==> config.mk <==
export PLATFORM = sky130hd
export DESIGN_NAME = hsv_to_rgb_converter_core
export DESIGN_NICKNAME = d
export VERILOG_FILES = /design/src/rtl/hsvrgb_pkg.sv /design/src/rtl/hsv_to_rgb_converter_core.sv
export SDC_FILE = /design/constraint.sdc
export NUM_CORES = 1
export LEC_CHECK = 0
export BUFFER_PORTS_ARGS = -buffer_cell sky130_fd_sc_hd__buf_4
export CORE_MARGIN = 5
export CORE_UTILIZATION = 35
export CTS_CLUSTER_DIAMETER = 150
export DETAILED_ROUTE_END_ITERATION = 8
export GPL_TIMING_DRIVEN = 0
export SLEW_MARGIN = 20
export SYNTH_ARGS = -nofsm -noshare
export SYNTH_HDL_FRONTEND = slang
export SYNTH_SLANG_ARGS = --single-unit
==> constraint.sdc <==
create_clock -name clk -period 6.1 [get_ports clk]
set_input_delay 0.61 -clock clk [delete_from_list [all_inputs] [get_ports clk]]
set_output_delay 0.61 -clock clk [all_outputs]
set_load 0.02 [all_outputs]
==> src/rtl/hsvrgb_pkg.sv <==
package hsvrgb_pkg;

    localparam int HUE_W   = 16;
    localparam int CHAN_W  = 8;
    localparam int DEG_W   = 9;
    localparam int QUOT_W  = 8;
    localparam int REM_W   = 8;
    localparam int PROD_W  = 2 * CHAN_W;

    // floor(hue / 360) within one of (hue * HUE_RECIP) >> HUE_RECIP_SHIFT, never above
    localparam int HUE_RECIP_W     = 16;
    localparam int HUE_RECIP_SHIFT = 24;
    localparam logic [HUE_RECIP_W-1:0] HUE_RECIP = HUE_RECIP_W'(46603);

    localparam logic [DEG_W-1:0] DEG_FULL   = DEG_W'(360);
    localparam logic [DEG_W-1:0] DEG_SECTOR = DEG_W'(60);

    localparam logic [CHAN_W-1:0] CHAN_MAX  = CHAN_W'(255);
    localparam logic [REM_W:0]    RAMP_FULL = (REM_W + 1)'(256);

    localparam int STAGES = 8;

    typedef enum logic [2:0] {
        SEC_RED_YEL = 3'd0,
        SEC_YEL_GRN = 3'd1,
        SEC_GRN_CYN = 3'd2,
        SEC_CYN_BLU = 3'd3,
        SEC_BLU_MAG = 3'd4,
        SEC_MAG_RED = 3'd5
    } sector_t;

endpackage

==> src/rtl/hsv_to_rgb_converter_core.sv <==
// HSV to 8-bit RGB converter. One colour item enters per clock unless the output stalls;
// the eight-stage pipeline (hue modulo, sector split, three multiplies, two reciprocal
// divides by 255 with correction, channel select) holds up to eight items
// in flight. Each stage advances when it is empty or the stage after it advances, so a
// stall on the output fills bubbles first and drops or repeats nothing. Any 16-bit hue is
// valid and is reduced modulo 360. Zero saturation yields red = green = blue = value.
module hsv_to_rgb_converter_core
(
    input  logic        clk,
    input  logic        rst_n,
    input  logic        s_axis_tvalid,
    output logic        s_axis_tready,
    input  logic [31:0] s_axis_tdata,   // hue[15:0], saturation[23:16], brightness_value[31:24]
    output logic        m_axis_tvalid,
    input  logic        m_axis_tready,
    output logic [23:0] m_axis_tdata    // red[7:0], green[15:8], blue[23:16]
);

    localparam int CW = hsvrgb_pkg::CHAN_W;
    localparam int PW = hsvrgb_pkg::PROD_W;
    localparam int DW = hsvrgb_pkg::DEG_W;
    localparam int RW = hsvrgb_pkg::REM_W;
    localparam int NS = hsvrgb_pkg::STAGES;

    logic [NS-1:0] vld_reg;
    logic [NS-1:0] en;

    logic [hsvrgb_pkg::HUE_W-1:0]     hue_in;
    logic [CW-1:0]                    sat_in;
    logic [CW-1:0]                    val_in;

    // stage 1
    logic [hsvrgb_pkg::HUE_W-1:0]     hue_s1_reg;
    logic [CW-1:0]                    sat_s1_reg;
    logic [CW-1:0]                    val_s1_reg;
    logic [hsvrgb_pkg::QUOT_W-1:0]    quot_s1_reg;
    logic [hsvrgb_pkg::HUE_W+hsvrgb_pkg::HUE_RECIP_W-1:0] quot_prod;

    // stage 2
    logic [DW-1:0]                    deg_s2_reg;
    logic [CW-1:0]                    sat_s2_reg;
    logic [CW-1:0]                    val_s2_reg;
    logic [hsvrgb_pkg::HUE_W:0]       deg_diff;
    logic [DW-1:0]                    deg_next;

    // stage 3
    hsvrgb_pkg::sector_t              sec_s3_reg;
    logic [RW-1:0]                    ramp_s3_reg;
    logic [CW-1:0]                    sat_s3_reg;
    logic [CW-1:0]                    val_s3_reg;
    hsvrgb_pkg::sector_t              sec_next;
    logic [DW-1:0]                    sec_base;
    logic [DW-1:0]                    ramp_deg;
    logic [RW-1:0]                    ramp_next;

    // stage 4
    hsvrgb_pkg::sector_t              sec_s4_reg;
    logic [CW-1:0]                    val_s4_reg;
    logic [PW-1:0]                    pnum_s4_reg;
    logic [PW-1:0]                    tnum_s4_reg;
    logic [RW:0]                      ramp_mult;

    // stage 5
    hsvrgb_pkg::sector_t              sec_s5_reg;
    logic [CW-1:0]                    val_s5_reg;
    logic [PW-1:0]                    pnum_s5_reg;
    logic [CW-1:0]                    pest_s5_reg;
    logic [CW-1:0]                    temp_s5_reg;
    logic [PW+CW:0]                   pest_sum;

    // stage 6
    hsvrgb_pkg::sector_t              sec_s6_reg;
    logic [CW-1:0]                    val_s6_reg;
    logic [CW-1:0]                    p_s6_reg;
    logic [PW-1:0]                    vnum_s6_reg;
    logic [PW:0]                      prem;
    logic [CW-1:0]                    p_next;

    // stage 7
    hsvrgb_pkg::sector_t              sec_s7_reg;
    logic [CW-1:0]                    val_s7_reg;
    logic [CW-1:0]                    p_s7_reg;
    logic [PW-1:0]                    vnum_s7_reg;
    logic [CW-1:0]                    vest_s7_reg;
    logic [PW+CW:0]                   vest_sum;

    // stage 8 (output)
    logic [CW-1:0]                    red_reg;
    logic [CW-1:0]                    green_reg;
    logic [CW-1:0]                    blue_reg;
    logic [PW:0]                      vrem;
    logic [CW-1:0]                    vary;
    logic [CW-1:0]                    red_next;
    logic [CW-1:0]                    green_next;
    logic [CW-1:0]                    blue_next;

    assign hue_in = s_axis_tdata[15:0];
    assign sat_in = s_axis_tdata[23:16];
    assign val_in = s_axis_tdata[31:24];

    // stage advance chain
    always_comb
    begin
        en[NS-1] = !vld_reg[NS-1] || m_axis_tready;
        for (int k = NS - 2; k >= 0; k--)
        begin
            en[k] = !vld_reg[k] || en[k+1];
        end
    end

    assign s_axis_tready = en[0];
    assign m_axis_tvalid = vld_reg[NS-1];
    assign m_axis_tdata  = {blue_reg, green_reg, red_reg};

    always_ff @(posedge clk or negedge rst_n)
    begin
        if (!rst_n)
        begin
            vld_reg <= '0;
        end
        else
        begin
            if (en[0])
            begin
                vld_reg[0] <= s_axis_tvalid;
            end
            for (int k = 1; k < NS; k++)
            begin
                if (en[k])
                begin
                    vld_reg[k] <= vld_reg[k-1];
                end
            end
        end
    end

    // stage 1: reciprocal estimate of hue / 360
    assign quot_prod = hue_in * hsvrgb_pkg::HUE_RECIP;

    always_ff @(posedge clk)
    begin
        if (en[0])
        begin
            hue_s1_reg  <= hue_in;
            sat_s1_reg  <= sat_in;
            val_s1_reg  <= val_in;
            quot_s1_reg <= quot_prod[hsvrgb_pkg::HUE_RECIP_SHIFT +: hsvrgb_pkg::QUOT_W];
        end
    end

    // stage 2: hue mod 360 with one correction
    always_comb
    begin
        deg_diff = {1'b0, hue_s1_reg}
                 - ((hsvrgb_pkg::HUE_W + 1)'(quot_s1_reg)
                    * (hsvrgb_pkg::HUE_W + 1)'(hsvrgb_pkg::DEG_FULL));
        if (deg_diff >= (hsvrgb_pkg::HUE_W + 1)'(hsvrgb_pkg::DEG_FULL))
        begin
            deg_next = DW'(deg_diff - (hsvrgb_pkg::HUE_W + 1)'(hsvrgb_pkg::DEG_FULL));
        end
        else
        begin
            deg_next = DW'(deg_diff);
        end
    end

    always_ff @(posedge clk)
    begin
        if (en[1])
        begin
            deg_s2_reg <= deg_next;
            sat_s2_reg <= sat_s1_reg;
            val_s2_reg <= val_s1_reg;
        end
    end

    // stage 3: sector and ramp position
    always_comb
    begin
        if (deg_s2_reg >= DW'(5) * hsvrgb_pkg::DEG_SECTOR)
        begin
            sec_next = hsvrgb_pkg::SEC_MAG_RED;
            sec_base = DW'(5) * hsvrgb_pkg::DEG_SECTOR;
        end
        else if (deg_s2_reg >= DW'(4) * hsvrgb_pkg::DEG_SECTOR)
        begin
            sec_next = hsvrgb_pkg::SEC_BLU_MAG;
            sec_base = DW'(4) * hsvrgb_pkg::DEG_SECTOR;
        end
        else if (deg_s2_reg >= DW'(3) * hsvrgb_pkg::DEG_SECTOR)
        begin
            sec_next = hsvrgb_pkg::SEC_CYN_BLU;
            sec_base = DW'(3) * hsvrgb_pkg::DEG_SECTOR;
        end
        else if (deg_s2_reg >= DW'(2) * hsvrgb_pkg::DEG_SECTOR)
        begin
            sec_next = hsvrgb_pkg::SEC_GRN_CYN;
            sec_base = DW'(2) * hsvrgb_pkg::DEG_SECTOR;
        end
        else if (deg_s2_reg >= hsvrgb_pkg::DEG_SECTOR)
        begin
            sec_next = hsvrgb_pkg::SEC_YEL_GRN;
            sec_base = hsvrgb_pkg::DEG_SECTOR;
        end
        else
        begin
            sec_next = hsvrgb_pkg::SEC_RED_YEL;
            sec_base = '0;
        end
        ramp_deg  = deg_s2_reg - sec_base;
        ramp_next = {ramp_deg[RW-3:0], 2'b00};
    end

    always_ff @(posedge clk)
    begin
        if (en[2])
        begin
            sec_s3_reg  <= sec_next;
            ramp_s3_reg <= ramp_next;
            sat_s3_reg  <= sat_s2_reg;
            val_s3_reg  <= val_s2_reg;
        end
    end

    // stage 4: products for p and temp
    always_comb
    begin
        if (sec_s3_reg[0])
        begin
            ramp_mult = {1'b0, ramp_s3_reg};
        end
        else
        begin
            ramp_mult = hsvrgb_pkg::RAMP_FULL - {1'b0, ramp_s3_reg};
        end
    end

    always_ff @(posedge clk)
    begin
        if (en[3])
        begin
            sec_s4_reg  <= sec_s3_reg;
            val_s4_reg  <= val_s3_reg;
            pnum_s4_reg <= val_s3_reg * (hsvrgb_pkg::CHAN_MAX - sat_s3_reg);
            tnum_s4_reg <= PW'(sat_s3_reg) * PW'(ramp_mult);
        end
    end

    // stage 5: temp and first estimate of p
    assign pest_sum = {pnum_s4_reg, {CW{1'b0}}} + (PW + CW + 1)'(pnum_s4_reg);

    always_ff @(posedge clk)
    begin
        if (en[4])
        begin
            sec_s5_reg  <= sec_s4_reg;
            val_s5_reg  <= val_s4_reg;
            pnum_s5_reg <= pnum_s4_reg;
            pest_s5_reg <= pest_sum[PW +: CW];
            temp_s5_reg <= tnum_s4_reg[PW-1:CW];
        end
    end

    // stage 6: correct p, product for the varying channel
    always_comb
    begin
        prem = {1'b0, pnum_s5_reg} - {1'b0, pest_s5_reg, {CW{1'b0}}} + (PW + 1)'(pest_s5_reg);
        if (prem >= (PW + 1)'(hsvrgb_pkg::CHAN_MAX))
        begin
            p_next = pest_s5_reg + CW'(1);
        end
        else
        begin
            p_next = pest_s5_reg;
        end
    end

    always_ff @(posedge clk)
    begin
        if (en[5])
        begin
            sec_s6_reg  <= sec_s5_reg;
            val_s6_reg  <= val_s5_reg;
            p_s6_reg    <= p_next;
            vnum_s6_reg <= val_s5_reg * (hsvrgb_pkg::CHAN_MAX - temp_s5_reg);
        end
    end

    // stage 7: first estimate of the varying channel
    assign vest_sum = {vnum_s6_reg, {CW{1'b0}}} + (PW + CW + 1)'(vnum_s6_reg);

    always_ff @(posedge clk)
    begin
        if (en[6])
        begin
            sec_s7_reg  <= sec_s6_reg;
            val_s7_reg  <= val_s6_reg;
            p_s7_reg    <= p_s6_reg;
            vnum_s7_reg <= vnum_s6_reg;
            vest_s7_reg <= vest_sum[PW +: CW];
        end
    end

    // stage 8: correct varying channel, route channels
    always_comb
    begin
        vrem = {1'b0, vnum_s7_reg} - {1'b0, vest_s7_reg, {CW{1'b0}}} + (PW + 1)'(vest_s7_reg);
        if (vrem >= (PW + 1)'(hsvrgb_pkg::CHAN_MAX))
        begin
            vary = vest_s7_reg + CW'(1);
        end
        else
        begin
            vary = vest_s7_reg;
        end
        case (sec_s7_reg)
            hsvrgb_pkg::SEC_RED_YEL:
            begin
                red_next   = val_s7_reg;
                green_next = vary;
                blue_next  = p_s7_reg;
            end
            hsvrgb_pkg::SEC_YEL_GRN:
            begin
                red_next   = vary;
                green_next = val_s7_reg;
                blue_next  = p_s7_reg;
            end
            hsvrgb_pkg::SEC_GRN_CYN:
            begin
                red_next   = p_s7_reg;
                green_next = val_s7_reg;
                blue_next  = vary;
            end
            hsvrgb_pkg::SEC_CYN_BLU:
            begin
                red_next   = p_s7_reg;
                green_next = vary;
                blue_next  = val_s7_reg;
            end
            hsvrgb_pkg::SEC_BLU_MAG:
            begin
                red_next   = vary;
                green_next = p_s7_reg;
                blue_next  = val_s7_reg;
            end
            default:
            begin
                red_next   = val_s7_reg;
                green_next = p_s7_reg;
                blue_next  = vary;
            end
        endcase
    end

    always_ff @(posedge clk)
    begin
        if (en[7])
        begin
            red_reg   <= red_next;
            green_reg <= green_next;
            blue_reg  <= blue_next;
        end
    end

endmodule

-- After elaboration in Yosys (flattened, before gate mapping)
Cells that the tools add are included.
- register bits: 286
- input port bits: 36
- output and inout bits: 26
- $add $sub $neg: 14
- $mul: 5
- order comparisons: 8
- equal/unequal tests: 4
- mux-type cells: 16
- reduce and logical (&&, ||, !) cells: 24
- operator list (kind ; count):
    $add A24 B16 Y24 ; 2
    $pmux W8 S2 ; 3
    $add A17 B8 Y17 ; 2
    $ge A17 B8 Y1 const B ; 2
    $sub A16 B16 Y17 ; 2
    $mul A16 B16 Y32 const B ; 1
    $mul A9 B9 Y16 ; 2
    $mux W6 ; 5
    $ge A9 B8 Y1 const B ; 2
    $mux W9 ; 2
    $sub A8 B8 Y9 const A ; 2
    $ge A17 B9 Y1 const B ; 1
    $sub A16 B17 Y17 ; 1
    $add A8 B1 Y8 const B ; 2
    $mul A8 B9 Y16 ; 1
    $mux W8 ; 2
    $mul A8 B6 Y14 const B ; 1
    $reduce_or A2 Y1 ; 7
    $ge A9 B6 Y1 const B ; 1
    $ge A9 B7 Y1 const B ; 1
    $ge A9 B9 Y1 const B ; 1
    $sub A9 B8 Y9 const A ; 1
    $sub A9 B9 Y9 const B ; 1
    $logic_not A1 Y1 ; 8
    8 further kinds ; 18

-- Longest topological paths before layout
Gate-level depths: netlist (run 1).
- depth after elaboration: 9
- gate-level depth with buffers: 26
- mapped depth without buffers: 26

-- Worst setup path after synthesis (run 1)
Ideal clock, no wire load.
- path kind: input-to-reg
- start point: input s_axis_tdata[2]
- end point: register quot_s1_reg[7] (netlist name) (data pin)
- setup time: 0.260 ns
- data arrival time: 5.506 ns
- data required time: 5.840 ns
- setup slack: 0.335 ns
- stages on the path: 21
- path buffers: 0
- cells stage by stage: ha_1 > inv_1 > fa_1 > inv_1 > fa_1 > inv_1 > fa_1 > fa_1 > inv_1 > fa_1 > ha_1 > nand4_1 > inv_1 > a2111oi_0 > o21ai_0 > a41oi_1 > o21ai_0 > nand4_1 > nand4b_1 > a21oi_1 > xnor2_1
- word-level cells in the longest chain between the ends: 1
- ends and longest elaborated chain (element ; line ; RTL):
    start: declaration ; hsv_to_rgb_converter_core.sv:13 ; input logic [31:0] s_axis_tdata,
    $mul A16 B16 Y32 ; hsv_to_rgb_converter_core.sv:138 ; assign quot_prod = hue_in * hsvrgb_pkg::HUE_RECIP;
    via quot_prod, one bit ; hsv_to_rgb_converter_core.sv:37 ; logic [hsvrgb_pkg::HUE_W+hsvrgb_pkg::HUE_RECIP_W-1:0] quot_prod;
    end signal: assignment ; hsv_to_rgb_converter_core.sv:147 ; quot_s1_reg <= quot_prod[hsvrgb_pkg::HUE_RECIP_SHIFT +: hsvrgb_pkg::QUOT_W];
    end: declaration ; hsv_to_rgb_converter_core.sv:36 ; logic [hsvrgb_pkg::QUOT_W-1:0] quot_s1_reg;
The timed path passes the listed nets, and every way through them passes these cells.
A chain may end at the register's enable or synchronous reset.

-- Final worst setup path (run 1)
- start point: input s_axis_tdata[3]
- end point: register quot_s1_reg[7] (netlist name) (data pin)
Same word-level chain as after synthesis.

==> results of run 1 <==
==> synth_stat cells, drive strengths merged (10+ instances only) <==
| cell type | n |
|---|---|
| a21boi | 10 |
| a21o | 28 |
| a21oi | 80 |
| a31oi | 10 |
| and2 | 25 |
| and3 | 13 |
| clkbuf | 28 |
| edfxtp | 270 |
| fa | 182 |
| ha | 338 |
| inv | 398 |
| nand2 | 103 |
| nand2b | 70 |
| nand3 | 26 |
| nand4 | 12 |
| nor2 | 71 |
| nor2b | 119 |
| nor3 | 32 |
| o21a | 10 |
| o21ai | 87 |
| o22ai | 11 |
| xnor2 | 72 |
| xor2 | 39 |
==> cell type report <==
type	count	area, sq um	share of cell area, %
repair buffers	67	570.5	2.165
clock inverters	25	214.0	0.8119
inverters	398	1494	5.669
multi-input cells	1469	13760	52.22
flip-flops and latches	278	8308	31.53
clock buffers	33	783.3	2.972
well taps	873	1092	4.145
plain buffers	33	130.1	0.4938
==> metrics by stage <==
stage	util [%]	setup TNS, ps	instances	setup slack [ps]	hold slack, ps
6_report	39.31	0	3176	280.5	209.4
5_1_grt	39.31	0	3176	15.80	173.1
4_1_cts	39.25	0	3175	113.3	164.7
3_5_place_dp	37.74	-2279	3116	-621.0	404.5
3_3_place_gp	37.57	-32260	3112	-1166	402.9
2_1_floorplan	-	0	2178	334.5	314.4
==> how the worst min path moves through the flow <==
stage,start,end,slack (ps),cells past startpoint
after floorplan,rst_n,vld_reg[0]$_DFFE_PN0P_,310,0
after global placement,val_s4_reg[6]$_DFFE_PP_,val_s5_reg[6]$_DFFE_PP_,400,0
after detailed placement,deg_s2_reg[0]$_DFFE_PP_,ramp_s3_reg[2]$_DFFE_PP_,400,0
after CTS,s_axis_tdata[17],sat_s1_reg[1]$_DFFE_PP_,160,1
after global routing,s_axis_tdata[17],sat_s1_reg[1]$_DFFE_PP_,170,1
final,s_axis_tdata[17],sat_s1_reg[1]$_DFFE_PP_,210,1
==> logic make-up after synthesis <==
family          count (synthesis)
buf+inv                       431
simple gates                  517
compound gates                312
flops                         278
fa+ha+maj                     520
xor+xnor                      111
mux                             9
==> repair_timing <==
item,4_1_cts,5_1_grt
hold buffers,1,0
setup buffers,0,1
endpoints found under the setup margin,1,10
hold endpoints to repair,8,0
gates resized for setup,1,7
==> per-layer routing <==
metal	wire length, um	GRT usage (%)	up-vias
met5	0	0	-
met4	1345	3.563	0
met3	1723	1.848	77
met2	24260	23.94	250
met1	20060	15.87	7483
li1	-	-	7595
==> flow_summary.ini, run 1 <==
[status]
status = finished clean

[clock_tree]
clk_pin_slew_worst_paths_ps = 70
clk_latency_ps = 570
cts_made_buffers = 31
cts_tree = built
cts_max_level = 1
cts_root_buf = clkbuf_16
clock_path_buffers = 3
cts.sinks = 278

[worst_setup_path]
reg2regPathDepth = 19
crit_required_ps = 6420
cp_slowest_stage_delay_ps = 560
critPathLaunch = s_axis_tdata[3]
r2r_slack_ps = 350
cp_slowest_cell = fa_1
critPathCapture = quot_s1_reg[7]$_DFFE_PP_
startpoint_type = primary input
crit_fanout = 4
end_kind = flop
arrival_ps = 6140
cp.depth = 20
rr_startpoint = ramp_s3_reg[2]$_DFFE_PP_
critPathKind = in2reg
path_buf_inv = 3
rr_endpoint = tnum_s4_reg[15]$_DFFE_PP_
cp_common_cell = fa_1
crit_chain = buf_4 > ha_1 > fa_1 > fa_1 > fa_1 > fa_1 > inv_1 > fa_1 > inv_1 > ha_1 > a21oi_1 > o21ai_0 > a2111oi_1 > o21ai_0 > a41oi_2 > o21ai_1 > nand4_1 > nand4b_1 > a21oi_1 > xnor2_1
crit_family = adder cells

[floorplanning]
die-area_sq_um = 72830
core_area_sq_um = 67040
ioPinCount = 62
rows = 95
die_h_um = 269.9
die_w_um = 269.9
initial_core_util_pct = 35.26

[yosys]
synth-compound-area-share_pct = 8.417
synth_top_family_by_area = adder cells
synthDistinctLibCells = 67
netlist_top_cells_area = edfxtp_1, ha_1, fa_1
synthMuxAreaShare_pct = 0.3812
yosys_most_used_dff = edfxtp_1
ys_warn_count = 0
synth_seq_cells = 278
postSynthCellCount = 2178
synthAdderAreaFrac_pct = 33.31
synth_area_per_cell_sq_um = 10.85
synth_xor_area_share_pct = 4.113
netlist_area_sq_um = 23640
synth_nets = 2734
seq_area_frac_synth_pct = 35.15
async_flop_share_pct = 2.878
yosys.area_share.simple_pct = 11.76
synth_top_area_share_pct = 34.30
synth_edf_count = 270
yosysTopAreaCell = edfxtp_1

[routing]
wl_per_cell_um = 14.92
drt_wl_total_um = 47380
via_per_inst = 4.850
dr.pass1.iters = 5
drc = 0
antenna_left = 0
drt_iter0_drc = 625
num_vias = 15410

[timing]
period_share_pct = 95.40
finalHoldViolations = 0
clock_skew_ps = 10.95
slew_viol_final = 0
fmax_mhz = 171.8
rsz0062_at_grt = no
finalSetupViolations = 0
worst_pin_slew_ps = 876.6
finalCriticalPeriod_ps = 5819
max_slew_margin_pct = 41.49

[job]
cap_violations = 0

[layout]
area_growth_pct = 11.50
fin_area_sq_um = 26350
drive_gt1_share_pct = 6.340
finalNetCount = 2834
diodes = 0
final_common_cell = inv_1
mostFrequentLayoutCells = inv_1, ha_1, edfxtp_1
fillers = 6513

[global_route]
grt_overflow = 0
grt_pass1_wl_um = 79740
grt_max_degree = 37
grt_pass1_vias = 16140
track_usage_pct = 12.99
antenna_found_initial = 0

[min_path]
min_path_type = in2reg

[place]
gp_congestion = 0.8820
placed_cell_area_sq_um = 25300
io_buffers = 61
dp_hpwl_um = 38540
Power of run 1 is not shown: default switching activity piles up to over one toggle a cycle in this logic, so the estimate is an artifact.
==> inputs of run 2 (changes only) <==
--- a/config.mk
+++ b/config.mk
@@ -7,7 +7,7 @@
 export LEC_CHECK = 0
 export BUFFER_PORTS_ARGS = -buffer_cell sky130_fd_sc_hd__buf_4
 export CORE_MARGIN = 5
-export CORE_UTILIZATION = 35
+export CORE_UTILIZATION = 45
 export CTS_CLUSTER_DIAMETER = 150
 export DETAILED_ROUTE_END_ITERATION = 8
 export GPL_TIMING_DRIVEN = 0
==> flow_summary.ini, run 2 (synthesized netlist as in run 1, its figures left out) <==
[status]
status = finished clean

[global_route]
grt_pass1_vias = 16040
antenna_found_initial = 0
track_usage_pct = 17.10
grt_overflow = 0
grt_pass1_wl_um = 80940
grt_max_degree = 43

[worst_setup_path]
crit_fanout = 8
r2r_slack_ps = 290
reg2regPathDepth = 18
critPathKind = reg2reg
cp_slowest_stage_delay_ps = 560
crit_required_ps = 6410
critPathLaunch = ramp_s3_reg[2]$_DFFE_PP_
rr_endpoint = tnum_s4_reg[15]$_DFFE_PP_
critPathCapture = tnum_s4_reg[15]$_DFFE_PP_
rr_startpoint = ramp_s3_reg[2]$_DFFE_PP_
startpoint_type = flop
arrival_ps = 6120
cp_common_cell = fa_1
cp_slowest_cell = fa_1
end_kind = flop
crit_chain = inv_1 > ha_1 > mux2i_2 > nor2b_1 > fa_1 > fa_1 > inv_1 > fa_1 > fa_1 > inv_1 > ha_1 > a21oi_1 > nor2b_1 > o21a_1 > o21a_1 > o41a_1 > a21oi_1 > xnor2_1

[layout]
finalNetCount = 2834
final_common_cell = inv_1
drive_gt1_share_pct = 6.217
diodes = 0
area_growth_pct = 10.52
mostFrequentLayoutCells = inv_1, ha_1, edfxtp_1
layoutNonFillerInstCount = 2988

[floorplanning]
rows = 84
die_w_um = 239.2
ioPinCount = 62
die-area_sq_um = 57210
initial_core_util_pct = 45.16
core_area_sq_um = 52340
die_h_um = 239.2

[routing]
wl_per_cell_um = 15.96
antenna_left = 0
drt_wl_total_um = 47680
drc = 0
drt_iter0_drc = 827
via_per_inst = 5.153
dr.pass1.iters = 7
num_vias = 15400

[timing]
worst_pin_slew_ps = 875.6
setup_ws_ps = 292.0
fmax_mhz = 172.2
finalSetupViolations = 0
rsz0062_at_grt = no
finalCriticalPeriod_ps = 5808
max_slew_margin_pct = 41.63
period_share_pct = 95.21
clock_skew_ps = 16.44
slew_viol_final = 0
finalHoldViolations = 0

[clock_tree]
clk_latency_ps = 570
cts_root_buf = clkbuf_16
cts_max_level = 1
clock_path_buffers = 3
cts.sinks = 278
cts_made_buffers = 31
clk_pin_slew_worst_paths_ps = 70
cts_tree = built

[min_path]
min_path_type = in2reg

[place]
io_buffers = 61
gp_congestion = 0.8759
dp_cells = 2930
dp_hpwl_um = 38830
pre_cts_slack_ps = -678.9

[job]
cap_violations = 0
run 2: changes by cell type in the layout (fill, tap and decap cells not counted), moves of 2 or more:
cell,change
inv_6,-3
buf_16,-2
clkinv_2,-2
clkinv_4,-2
bufinv_16,+2
clkinv_1,+2
o21ai_2,+2
o21ai_1,-2
run 2: critical path: cells and delay by family (launching register included):
family                   cells  cell delay [ps]
XOR/XNOR                     1               80
multiplexers                 1              460
AND/OR/NAND/NOR              2              240
adder cells (fa/ha/maj)      6             2700
flip-flops                   1              510
AO/OA/AOI/OAI                5             1300
buffers and inverters        3              270
run 2: repair_timing:
action / 4_1_cts / 5_1_grt
hold buffers: 1 / 0
resized for setup: 2 / 9
hold endpoints to repair: 8 / 0
buffers inserted: 0 / 2
pin swaps: 0 / 0
endpoints found under the setup margin: 2 / 11
run 2: worst min-delay path by stage:
stage | startpoint | end | slack, ps | depth (start not counted)
final | s_axis_tdata[20] | sat_s1_reg[4]$_DFFE_PP_ | 220 | 1
after global routing | s_axis_tdata[18] | sat_s1_reg[2]$_DFFE_PP_ | 180 | 1
after CTS | s_axis_tdata[20] | sat_s1_reg[4]$_DFFE_PP_ | 180 | 1
after detailed placement | sat_s1_reg[7]$_DFFE_PP_ | sat_s2_reg[7]$_DFFE_PP_ | 400 | 0
after global placement | val_s2_reg[1]$_DFFE_PP_ | val_s3_reg[1]$_DFFE_PP_ | 400 | 0
after floorplan | rst_n | vld_reg[0]$_DFFE_PN0P_ | 310 | 0
run 2: layout make-up:
| type | instances | area, sq um |
|---|---|---|
| Buffer | 33 | 130.1 |
| Clock buffer | 34 | 787.0 |
| Clock inverter | 21 | 220.2 |
| Fill cell | 4730 | 26220 |
| Inverter | 398 | 1494 |
| Multi-Input combinational cell | 1469 | 13780 |
| Sequential cell | 278 | 8308 |
| Tap cell | 688 | 860.8 |
| Timing Repair Buffer | 67 | 543.0 |
run 2: routing by layer:
metal / part of all wire (%) / global-route usage (%) / wire length (um)
met5: 0 / 0 / 0
met4: 2.0 / 3.545 / 977
met3: 3.8 / 2.107 / 1809
met1: 47 / 23.89 / 22390
met2: 47 / 28.97 / 22490
run 2: stage by stage:
step           instance area, sq um  utilization, %  TNS, ps  hold slack, ps
6_report                      26120           49.91        0           219.5
5_1_grt                       26120           49.91        0           182.3
4_1_cts                       26070           49.81        0           177.0
3_5_place_dp                  25040           47.85    -2723           404.5
3_3_place_gp                  24950           47.68   -29780           400.4
2_1_floorplan                 23640               -        0           314.4
Power of run 2 is left out for the same reason.
